$ cat config.mk
export PLATFORM = sky130hd
export DESIGN_NAME = analog_keypad_decoder_top
export DESIGN_NICKNAME = d
export VERILOG_FILES = /design/src/hdl/akd_pkg.sv /design/src/hdl/analog_keypad_decoder_top.sv
export VERILOG_INCLUDE_DIRS = /design/src /design/src/hdl
export SDC_FILE = /design/constraint.sdc
export NUM_CORES = 1
export LEC_CHECK = 0
export ABC_CLOCK_PERIOD_IN_PS = 5900
export BUFFER_PORTS_ARGS = -buffer_cell sky130_fd_sc_hd__clkbuf_2
export CORE_ASPECT_RATIO = 0.6
export CORE_MARGIN = 5
export CORE_UTILIZATION = 35
export CTS_BUF_LIST = sky130_fd_sc_hd__clkbuf_4
export CTS_CLUSTER_DIAMETER = 30
export DETAILED_ROUTE_END_ITERATION = 12
export PLACE_DENSITY = 0.55
export SLEW_MARGIN = 20
export SYNTH_ARGS = -nofsm -noshare
export SYNTH_HDL_FRONTEND = slang
export SYNTH_SLANG_ARGS = --single-unit
export TNS_END_PERCENT = 30
$ cat constraint.sdc
create_clock -name clk -period 5.9 [get_ports clk]
set_input_delay 0 -clock clk [delete_from_list [all_inputs] [get_ports clk]]
set_output_delay 0 -clock clk [all_outputs]
set_load 0.01 [all_outputs]
$ cat src/hdl/analog_keypad_decoder_top_defines.svh
// assertion macros shared by the keypad decoder rtl
`ifndef ANALOG_KEYPAD_DECODER_TOP_DEFINES_SVH
`define ANALOG_KEYPAD_DECODER_TOP_DEFINES_SVH

// same-cycle implication, checked on every rising clock edge out of reset
`define AKD_ASSERT_SAME(label, ante, cons, msg) \
    label: assert property (@(posedge clk) disable iff (!rst_n) (ante) |-> (cons)) \
        else $error(msg);

// next-cycle implication, checked on every rising clock edge out of reset
`define AKD_ASSERT_NEXT(label, ante, cons, msg) \
    label: assert property (@(posedge clk) disable iff (!rst_n) (ante) |=> (cons)) \
        else $error(msg);

`endif

$ cat src/hdl/akd_pkg.sv
// widths, reset values and register indexes of the analog keypad decoder
package akd_pkg;

    // field widths
    localparam int SAMPLE_BITS = 10;
    localparam int STEP_W      = 10;
    localparam int BUTTON_W    = 6;
    localparam int HOLD_W      = 16;
    localparam int TIME_W      = 32;

    // divider sizing: dividend is sample plus half the step
    localparam int DIVIDEND_W  = ((SAMPLE_BITS > STEP_W) ? SAMPLE_BITS : STEP_W) + 1;
    localparam int CNT_W       = $clog2(DIVIDEND_W + 1);

    // configuration port
    localparam int ADDR_W      = 4;
    localparam int DATA_W      = 32;
    localparam int REG_IDX_W   = 2;

    localparam logic [REG_IDX_W-1:0] REG_CONNECTED = 2'd0;
    localparam logic [REG_IDX_W-1:0] REG_STEP      = 2'd1;
    localparam logic [REG_IDX_W-1:0] REG_COUNT     = 2'd2;
    localparam logic [REG_IDX_W-1:0] REG_HOLDOFF   = 2'd3;

    // register reset values
    localparam logic [STEP_W-1:0]   STEP_RESET    = 10'd1;
    localparam logic [HOLD_W-1:0]   HOLDOFF_RESET = 16'd50;

endpackage

$ cat src/hdl/analog_keypad_decoder_top.sv
// analog keypad decoder: apb registers, hold-off check and bit-serial divider
// a request that decodes runs the bit-serial divider over every dividend bit, then a finish step
// writes the output register; not connected or held requests go straight to the finish step.
// a new request is taken only when idle, so the input stalls until the last one leaves the finish
// step; a stalled output register holds the finish step and the input.
// reset: async active low; clears registers to their defaults, held button and change time to 0.
`include "analog_keypad_decoder_top_defines.svh"

module analog_keypad_decoder_top
    import akd_pkg::*;
(
    input  logic                   clk,
    input  logic                   rst_n,
    // configuration port
    input  logic                   psel,
    input  logic                   penable,
    input  logic                   pwrite,
    input  logic [ADDR_W-1:0]      paddr,
    input  logic [DATA_W-1:0]      pwdata,
    output logic [DATA_W-1:0]      prdata,
    output logic                   pready,
    // request channel
    input  logic                   in_valid,
    output logic                   in_stall,
    input  logic [TIME_W-1:0]      now_ms,
    input  logic [SAMPLE_BITS-1:0] adc_sample,
    // result channel
    output logic                   out_valid,
    input  logic                   out_stall,
    output logic [BUTTON_W-1:0]    button
);

    localparam logic [1:0] ST_IDLE = 2'd0;
    localparam logic [1:0] ST_DIV  = 2'd1;
    localparam logic [1:0] ST_FIN  = 2'd2;

    logic                   connected_reg;
    logic [STEP_W-1:0]      step_reg;
    logic [BUTTON_W-1:0]    count_reg;
    logic [HOLD_W-1:0]      holdoff_reg;

    logic [1:0]             state_reg, state_next;
    logic [CNT_W-1:0]       cnt_reg, cnt_next;
    logic [DIVIDEND_W-1:0]  dvd_reg, dvd_next;
    logic [STEP_W-1:0]      rem_reg, rem_next;
    logic                   decode_reg, decode_next;
    logic [BUTTON_W-1:0]    res_reg, res_next;
    logic [TIME_W-1:0]      now_reg, now_next;

    logic [BUTTON_W-1:0]    held_reg, held_next;
    logic [TIME_W-1:0]      change_reg, change_next;

    logic                   out_valid_reg, out_valid_next;
    logic [BUTTON_W-1:0]    button_reg, button_next;

    logic                   cfg_write;
    logic [REG_IDX_W-1:0]   cfg_idx;
    logic                   accept;
    logic                   out_free;
    logic [TIME_W-1:0]      elapsed;
    logic                   hold;
    logic [STEP_W:0]        shifted;
    logic [STEP_W+1:0]      diff;
    logic                   qbit;
    logic [DIVIDEND_W:0]    code_wide;
    logic [BUTTON_W-1:0]    code;

    // configuration write and read
    assign pready    = 1'b1;
    assign cfg_idx   = paddr[ADDR_W-1:2];
    assign cfg_write = psel && penable && pwrite && pready;

    always_ff @(posedge clk or negedge rst_n)
    begin
        if (!rst_n)
        begin
            connected_reg <= 1'b0;
            step_reg      <= STEP_RESET;
            count_reg     <= '0;
            holdoff_reg   <= HOLDOFF_RESET;
        end
        else if (cfg_write)
        begin
            case (cfg_idx)
                REG_CONNECTED: connected_reg <= pwdata[0];
                REG_STEP:      step_reg      <= pwdata[STEP_W-1:0];
                REG_COUNT:     count_reg     <= pwdata[BUTTON_W-1:0];
                REG_HOLDOFF:   holdoff_reg   <= pwdata[HOLD_W-1:0];
                default:       ;
            endcase
        end
    end

    always_comb
    begin
        case (cfg_idx)
            REG_CONNECTED: prdata = {{(DATA_W-1){1'b0}}, connected_reg};
            REG_STEP:      prdata = {{(DATA_W-STEP_W){1'b0}}, step_reg};
            REG_COUNT:     prdata = {{(DATA_W-BUTTON_W){1'b0}}, count_reg};
            REG_HOLDOFF:   prdata = {{(DATA_W-HOLD_W){1'b0}}, holdoff_reg};
            default:       prdata = '0;
        endcase
    end

    // request handshake and hold-off check
    assign in_stall = (state_reg != ST_IDLE);
    assign accept   = in_valid && !in_stall;
    assign elapsed  = now_ms - change_reg;
    assign hold     = (elapsed < {{(TIME_W-HOLD_W){1'b0}}, holdoff_reg});

    // one restoring divide step
    assign shifted = {rem_reg, dvd_reg[DIVIDEND_W-1]};
    assign diff    = {1'b0, shifted} - {2'b00, step_reg};
    assign qbit    = !diff[STEP_W+1];

    // code from quotient, zero step or too large means no press
    assign code_wide = {1'b0, dvd_reg} + {{DIVIDEND_W{1'b0}}, 1'b1};
    assign code = ((step_reg == '0) ||
                   (code_wide > {{(DIVIDEND_W+1-BUTTON_W){1'b0}}, count_reg}))
                  ? '0 : code_wide[BUTTON_W-1:0];

    assign out_free = !out_valid_reg || !out_stall;

    // sequencer and datapath
    always_comb
    begin
        state_next     = state_reg;
        cnt_next       = cnt_reg;
        dvd_next       = dvd_reg;
        rem_next       = rem_reg;
        decode_next    = decode_reg;
        res_next       = res_reg;
        now_next       = now_reg;
        held_next      = held_reg;
        change_next    = change_reg;
        out_valid_next = out_valid_reg && out_stall;
        button_next    = button_reg;
        case (state_reg)
            ST_IDLE:
            begin
                if (accept)
                begin
                    now_next = now_ms;
                    dvd_next = {{(DIVIDEND_W-SAMPLE_BITS){1'b0}}, adc_sample}
                             + {{(DIVIDEND_W-STEP_W+1){1'b0}}, step_reg[STEP_W-1:1]};
                    rem_next = '0;
                    cnt_next = DIVIDEND_W[CNT_W-1:0];
                    if (!connected_reg)
                    begin
                        decode_next = 1'b0;
                        res_next    = '0;
                        state_next  = ST_FIN;
                    end
                    else if (hold)
                    begin
                        decode_next = 1'b0;
                        res_next    = held_reg;
                        state_next  = ST_FIN;
                    end
                    else
                    begin
                        decode_next = 1'b1;
                        state_next  = ST_DIV;
                    end
                end
            end
            ST_DIV:
            begin
                rem_next = qbit ? diff[STEP_W-1:0] : shifted[STEP_W-1:0];
                dvd_next = {dvd_reg[DIVIDEND_W-2:0], qbit};
                cnt_next = cnt_reg - 1'b1;
                if (cnt_reg == {{(CNT_W-1){1'b0}}, 1'b1})
                begin
                    state_next = ST_FIN;
                end
            end
            ST_FIN:
            begin
                if (out_free)
                begin
                    out_valid_next = 1'b1;
                    button_next    = decode_reg ? code : res_reg;
                    if (decode_reg && (code != held_reg))
                    begin
                        held_next   = code;
                        change_next = now_reg;
                    end
                    state_next = ST_IDLE;
                end
            end
            default:
            begin
                state_next = ST_IDLE;
            end
        endcase
    end

    // control and state registers
    always_ff @(posedge clk or negedge rst_n)
    begin
        if (!rst_n)
        begin
            state_reg     <= ST_IDLE;
            cnt_reg       <= '0;
            decode_reg    <= 1'b0;
            held_reg      <= '0;
            change_reg    <= '0;
            out_valid_reg <= 1'b0;
        end
        else
        begin
            state_reg     <= state_next;
            cnt_reg       <= cnt_next;
            decode_reg    <= decode_next;
            held_reg      <= held_next;
            change_reg    <= change_next;
            out_valid_reg <= out_valid_next;
        end
    end

    // payload registers
    always_ff @(posedge clk)
    begin
        dvd_reg    <= dvd_next;
        rem_reg    <= rem_next;
        res_reg    <= res_next;
        now_reg    <= now_next;
        button_reg <= button_next;
    end

    assign out_valid = out_valid_reg;
    assign button    = button_reg;

    // checks
    `AKD_ASSERT_NEXT(a_unconnected_zero, accept && !connected_reg,
        (state_reg == ST_FIN) && (res_reg == '0) && !decode_reg,
        "unconnected request did not yield a zero result")
    `AKD_ASSERT_NEXT(a_fin_loads_output, (state_reg == ST_FIN) && !out_valid_reg,
        out_valid_reg && (state_reg == ST_IDLE),
        "finished request did not reach the free output register")
    `AKD_ASSERT_SAME(a_held_changes_on_fin, !$stable(held_reg),
        $past(state_reg) == ST_FIN,
        "held button changed outside the finish step")

endmodule
== After elaboration in Yosys (flattened, before gate mapping) ==
Cells that the tools add are included.

* Output and inout bits: 41
* Input port bits: 85
* Bits in registers: 144

* Multiplexer cells: 21
* Reduce and logical (&&, ||, !) cells: 26
* Order comparisons: 2
* Equality and inequality tests: 11
* $add $sub $neg: 5

{| class="wikitable"
|+ Operators with widths
! kind !! count
|-
| $pmux 32 s4 || 1
|-
| $lt 32x16->1 || 1
|-
| $sub 32x32->32 || 1
|-
| $pmux 11 s2 || 1
|-
| $mux 10 || 2
|-
| $pmux 10 s2 || 1
|-
| $mux 6 || 3
|-
| $reduce_and 2->1 || 7
|-
| $add 11x1->12 const B || 1
|-
| $gt 12x6->1 || 1
|-
| $sub 11x10->12 || 1
|-
| $add 10x9->11 || 1
|-
| $mux 11 || 1
|-
| $logic_not 10->1 || 1
|-
| $mux 2 || 5
|-
| $reduce_and 3->1 || 3
|-
| $pmux 4 s2 || 1
|-
| $eq 2x2->1 const B || 3
|-
| $ne 2x2->1 const B || 3
|-
| $ne 6x6->1 || 1
|-
| $pmux 2 s3 || 1
|-
| $logic_and 1x1->1 || 5
|-
| $eq 2x1->1 const B || 2
|-
| $eq 4x1->1 const B || 1
|-
| other kinds (8) || 17
|}

== Logic depth before layout (Yosys ltp) ==
* Depth after elaboration: 7
* Gate-level depth with buffers: 22
* Depth with buffers taken out: 22

== Worst setup path after synthesis ==
OpenSTA, ideal clock, no wires.

* Path type: flip-flop to flip-flop
* Start point: register change_reg[4]
* End point: register res_reg[0] (enable)
* Clock period less this slack: 4.187 ns
* Path buffers: 0
* Cell stages (with the launch flop): 16
* Path slack: 1.713 ns
* Required time: 5.582 ns
* Arrival time: 3.868 ns
* Cell sequence: dfrtp_1 inv_1 ha_1 and2_1 a221o_1 o21ai_1 nand2_1 a21oi_1 xnor2_1 ha_1 or4_4 a2111oi_4 nand2_1 or4b_4 nor4_4 or2_1

* Longest elaborated chain between the ends: 4

{| class="wikitable"
|+ RTL lines
! element !! RTL line !! source
|-
| from (decl) || analog_keypad_decoder_top.sv:51 || <nowiki>logic [TIME_W-1:0] change_reg, change_next;</nowiki>
|-
| from (signal assigned) || analog_keypad_decoder_top.sv:216 || <nowiki>change_reg <= change_next;</nowiki>
|-
| $sub 32x32->32 || analog_keypad_decoder_top.sv:108 || <nowiki>assign elapsed = now_ms - change_reg;</nowiki>
|-
| $lt 32x16->1 || analog_keypad_decoder_top.sv:109 || <nowiki>assign hold = (elapsed < {{(TIME_W-HOLD_W){1'b0}}, holdoff_reg});</nowiki>
|-
| $ne 2x1->1 (no source line) || - ||
|-
| $reduce_and 3->1 (no source line) || - ||
|-
| to (signal assigned) || analog_keypad_decoder_top.sv:226 || <nowiki>res_reg <= res_next;</nowiki>
|-
| to (decl) || analog_keypad_decoder_top.sv:47 || <nowiki>logic [BUTTON_W-1:0] res_reg, res_next;</nowiki>
|}

No other way between the ends.
A chain may end at the register's enable or synchronous reset.

== Worst setup path after layout ==
* Start point: register change_reg[0]
* End point: register res_reg[0] (enable)

Same word-level chain as after synthesis.

==> impl_metrics.prom <==
# TYPE chip_impl_metric gauge
chip_impl_info{name="outcome",value="completed"} 1
chip_impl_metric{name="clock_latency",unit="ps"} 620
chip_impl_metric{name="max_slew_violation_count",unit=""} 0
chip_impl_metric{name="edff_count_synth",unit=""} 65
chip_impl_metric{name="detailedRoute.firstIterationViolations",unit=""} 524
chip_impl_metric{name="sequential_share_of_the_synthesized_area",unit="%"} 41.2
chip_impl_metric{name="yosysUniqueCellTypes",unit=""} 83
chip_impl_metric{name="fp.dieW",unit="um"} 223
chip_impl_metric{name="wire_per_inst",unit="um"} 17.1
chip_impl_metric{name="synthCells",unit=""} 968
chip_impl_metric{name="die_ar",unit="um2"} 30800
chip_impl_metric{name="ioPinCount",unit=""} 126
chip_impl_info{name="hold_path_startpoint",value="pwrite"} 1
chip_impl_metric{name="global_route.usage.total",unit="%"} 16.9
chip_impl_info{name="hold-path-endpoint",value="holdoff_reg[4]$_DFFE_PN1P_"} 1
chip_impl_info{name="kind_of_cell_adding_the_most_delay_to_the_critical_path",value="simple AND/OR/NAND/NOR gates"} 1
chip_impl_info{name="crit_path_cell_trace",value="ha_1, fa_1, nor2b_1, o21ai_1, a211oi_2, nor3_1, xnor2_1, ha_1, nor2b_1, o21ai_0, o2111ai_1, a2111oi_4, nand2_1, or4b_4, nor4_4, or2_1"} 1
chip_impl_metric{name="detailroute.via_count",unit=""} 7575
chip_impl_info{name="mostFrequentLayoutCells",value="sky130_fd_sc_hd__clkbuf_2, sky130_fd_sc_hd__inv_1, sky130_fd_sc_hd__nand2_1"} 1
chip_impl_metric{name="initial_antenna_violation_count",unit=""} 0
chip_impl_metric{name="yosysWarningCount",unit=""} 0
chip_impl_metric{name="endpoint_required_time_on_the_critical_path",unit="ps"} 6200
chip_impl_info{name="critPathSlowestCell",value="sky130_fd_sc_hd__or4b_4"} 1
chip_impl_metric{name="post-route-min-period",unit="ps"} 4720
chip_impl_info{name="type_of_origin_of_the_critical_path",value="flip-flop"} 1
chip_impl_metric{name="report.power.total",unit="mW"} 4.36
chip_impl_metric{name="final_antenna_net_count",unit=""} 0
chip_impl_metric{name="detailedRoute.firstPassIterationCount",unit=""} 5
chip_impl_metric{name="gr-total-overflow",unit=""} 0
chip_impl_metric{name="slew_headroom",unit="%"} 26.9
chip_impl_info{name="layout_commonest_cell",value="sky130_fd_sc_hd__clkbuf_2"} 1
chip_impl_metric{name="gp_congestion",unit=""} 0.922
chip_impl_metric{name="ir_worst_vdd",unit="mV"} 0.155
chip_impl_metric{name="placeableCoreArea",unit="um2"} 26600
chip_impl_info{name="min_path_type",value="in -> reg"} 1
chip_impl_metric{name="critPathMaxFanout",unit=""} 6
chip_impl_metric{name="timing.final.hold_violations",unit=""} 0
chip_impl_metric{name="finalNetCount",unit=""} 1284
chip_impl_info{name="grt_setup_unrepaired",value="no"} 1
chip_impl_metric{name="cts_inserted_buffers",unit=""} 17
chip_impl_metric{name="totalNegativeSetupSlack",unit="ps"} 0
chip_impl_metric{name="floorplan.die.height",unit="um"} 138
chip_impl_metric{name="clock_sinks",unit=""} 144
chip_impl_metric{name="multi_input_area",unit="um2"} 5090
chip_impl_metric{name="grt_max_degree",unit=""} 49
chip_impl_metric{name="worst-path-stages",unit=""} 16
chip_impl_metric{name="finalCoreUtilization",unit="%"} 42.3
chip_impl_metric{name="syn_avg_cell_area",unit="um2"} 9.86
chip_impl_metric{name="timing.hold.worst_path_depth",unit=""} 5
chip_impl_metric{name="ys_seq_elements",unit=""} 144
chip_impl_metric{name="area.sequential",unit="um2"} 3930
chip_impl_metric{name="syn_area",unit="um2"} 9540
chip_impl_info{name="setup.worst_path.class",value="reg -> reg"} 1
chip_impl_metric{name="cts.path.max_buffers",unit=""} 2
chip_impl_metric{name="effective_utilization_at_floorplan",unit="%"} 35.8
chip_impl_metric{name="setup_viol_count_final",unit=""} 0
chip_impl_metric{name="cp_data_arrival_time",unit="ps"} 5030
chip_impl_metric{name="post_route_cells_drive_above_1_share",unit="%"} 15.5
chip_impl_info{name="synth_flop_cell",value="sky130_fd_sc_hd__dfrtp_1"} 1
chip_impl_metric{name="drc_errors",unit=""} 0
chip_impl_metric{name="ctsHtreeMaxLevel",unit=""} 4
chip_impl_metric{name="cp.buffers_inverters",unit=""} 0
chip_impl_metric{name="dp.final_hpwl",unit="mm"} 19.8
chip_impl_metric{name="static-leakage-power",unit="nW"} 4.95
chip_impl_metric{name="clk_pin_slew",unit="ps"} 130
chip_impl_info{name="clk_root_buffer_cell",value="sky130_fd_sc_hd__clkbuf_4"} 1
chip_impl_metric{name="vias_in_the_first_global_route",unit=""} 7083
chip_impl_metric{name="timing.reg2reg.setup_slack",unit="ps"} 1180
chip_impl_info{name="endpoint_of_the_worst_register_to_register_path",value="res_reg[0]$_SDFFCE_PN0P_"} 1
chip_impl_metric{name="wl",unit="mm"} 25.5
chip_impl_metric{name="power.density",unit="nW/um2"} 387
chip_impl_metric{name="cts-resized-gates",unit=""} 0
chip_impl_metric{name="routed_via_density",unit=""} 5.06
chip_impl_metric{name="max_freq",unit="MHz"} 212
chip_impl_metric{name="port_buffers",unit=""} 90
chip_impl_metric{name="synth-async-reset-ratio",unit="%"} 54.9
chip_impl_metric{name="tightestPinTransition",unit="ps"} 1090
chip_impl_metric{name="timing.clock.skew",unit="ps"} 29.3
chip_impl_metric{name="rr_worst_depth",unit=""} 16
chip_impl_metric{name="layout_worst_path_cycle_share",unit="%"} 80.1
chip_impl_info{name="critical_path_endpoint_category",value="flip-flop"} 1
chip_impl_metric{name="syn2layout_area_growth",unit="%"} 18.1
chip_impl_info{name="tritoncts",value="built"} 1
chip_impl_metric{name="fp-row-count",unit=""} 46
chip_impl_metric{name="global_route_wire_length_before_repair",unit="mm"} 40.4
chip_impl_metric{name="critical_path.max_stage_delay",unit="ps"} 520
chip_impl_metric{name="nFillCells",unit=""} 2677
chip_impl_metric{name="max-cap-violations",unit=""} 0
chip_impl_info{name="reg2reg_from",value="change_reg[0]$_DFFE_PN0P_"} 1
chip_impl_metric{name="post_cts.repair.setup_buffers",unit=""} 0
-- per-layer routing --
layer / GRT usage, % / share of wire [%] / up-vias
li1: - / - / 3766
met1: 27.6 / 56 / 3597
met2: 21.6 / 37 / 195
met3: 4.55 / 6.3 / 17
met4: 3.77 / 0.82 / 0
met5: 0 / 0 / -
-- worst min-delay path, delay by kind of cell --
kind | cells | cell delay, ps
buf+inv | 1 | 80
compound gates | 1 | 60
simple gates | 3 | 490
-- synthesized netlist by cell type (5+ instances only) --
| library cell | instances | area [um2] |
|---|---|---|
| sky130_fd_sc_hd__xor2_1 | 16 | 140 |
| sky130_fd_sc_hd__inv_1 | 86 | 323 |
| sky130_fd_sc_hd__a211oi_1 | 8 | 60.1 |
| sky130_fd_sc_hd__nor3b_1 | 6 | 45.0 |
| sky130_fd_sc_hd__a21oi_1 | 53 | 265 |
| sky130_fd_sc_hd__nor2b_1 | 19 | 119 |
| sky130_fd_sc_hd__nand3_1 | 16 | 80.1 |
| sky130_fd_sc_hd__mux2_1 | 38 | 428 |
| sky130_fd_sc_hd__o31ai_1 | 5 | 37.5 |
| sky130_fd_sc_hd__a21o_1 | 18 | 135 |
| sky130_fd_sc_hd__nand2_1 | 83 | 312 |
| sky130_fd_sc_hd__buf_4 | 20 | 150 |
| sky130_fd_sc_hd__mux2_2 | 16 | 180 |
| sky130_fd_sc_hd__edfxtp_1 | 65 | 1950 |
| sky130_fd_sc_hd__o21ai_1 | 13 | 65.1 |
| sky130_fd_sc_hd__a21boi_0 | 6 | 45.0 |
| sky130_fd_sc_hd__o21a_1 | 10 | 75.1 |
| sky130_fd_sc_hd__a22o_1 | 5 | 43.8 |
| sky130_fd_sc_hd__nand2b_1 | 6 | 37.5 |
| sky130_fd_sc_hd__o21ai_0 | 55 | 275 |
| sky130_fd_sc_hd__nor3_1 | 14 | 70.1 |
| sky130_fd_sc_hd__clkbuf_1 | 15 | 56.3 |
| sky130_fd_sc_hd__xnor2_1 | 19 | 166 |
| sky130_fd_sc_hd__buf_2 | 5 | 25.0 |
| sky130_fd_sc_hd__dfrtp_1 | 75 | 1880 |
| sky130_fd_sc_hd__and3_1 | 5 | 31.3 |
| sky130_fd_sc_hd__and2_1 | 10 | 62.6 |
| sky130_fd_sc_hd__nor2_1 | 73 | 274 |
| sky130_fd_sc_hd__o211ai_1 | 5 | 37.5 |
| sky130_fd_sc_hd__ha_1 | 74 | 926 |
| sky130_fd_sc_hd__mux2i_1 | 16 | 160 |
| sky130_fd_sc_hd__a31oi_1 | 12 | 75.1 |
| sky130_fd_sc_hd__nand4_1 | 10 | 62.6 |
-- timing repair --
item,CTS,global route
hold endpoints to repair,161,0
hold buffers,69,0
endpoints found under the setup margin,0,0
-- through the flow --
step | instances | worst slack [ps] | instance area, um2 | hold slack (ps)
final | 1496 | 1180 | 11300 | 5.86
after global routing | 1495 | 830 | 11300 | 15.2
after CTS | 1495 | 1170 | 11300 | 2.85
after detailed placement | 1394 | 1260 | 10300 | -8.12
after global placement | 1394 | 1290 | 10300 | -3.84
after floorplan | 983 | 1710 | 9600 | -296
-- cells by family (layout without fill, tap and decap cells) --
| kind of cell | after synthesis | count (layout) | share of synthesized area, % |
|---|---|---|---|
| other | 2 | 18 | 0.0787 |
| flip-flops | 144 | 144 | 41.2 |
| adder cells (fa/ha/maj) | 77 | 77 | 10.3 |
| multiplexers | 71 | 71 | 8.29 |
| XOR/XNOR | 35 | 35 | 3.21 |
| buffers and inverters | 132 | 284 | 6.36 |
| AND/OR/NAND/NOR | 271 | 271 | 14.0 |
| AO/OA/AOI/OAI | 236 | 236 | 16.5 |
-- layout make-up --
type	count	share of cell area (%)
antenna	1	0.0222
clock buffer	21	1.40
clock inverter	11	1.02
inverter	86	2.86
multi-input combinational	707	45.1
sequential	144	34.9
tap	360	3.99
timing repair buffer	166	10.7
-- where the power goes --
part / switching (mW) / total (mW) / internal, mW
registers: 0.184 / 1.58 / 1.40
clock network: 0.373 / 0.639 / 0.266
logic: 1.26 / 2.14 / 0.876
total: 1.82 / 4.36 / 2.54
-- worst max-delay path by stage --
| stage | from | end | slack [ps] |
|---|---|---|---|
| floorplan | change_reg[4]$_DFFE_PN0P_ | res_reg[0]$_SDFFCE_PN0P_ | 1710 |
| global placement | change_reg[0]$_DFFE_PN0P_ | res_reg[0]$_SDFFCE_PN0P_ | 1290 |
| detailed placement | change_reg[0]$_DFFE_PN0P_ | res_reg[0]$_SDFFCE_PN0P_ | 1260 |
| CTS | change_reg[0]$_DFFE_PN0P_ | res_reg[4]$_SDFFCE_PN0P_ | 1170 |
| global route | change_reg[0]$_DFFE_PN0P_ | res_reg[0]$_SDFFCE_PN0P_ | 830 |
| finish | change_reg[0]$_DFFE_PN0P_ | res_reg[0]$_SDFFCE_PN0P_ | 1180 |
Note: power is estimated with default switching activity, not from simulation.
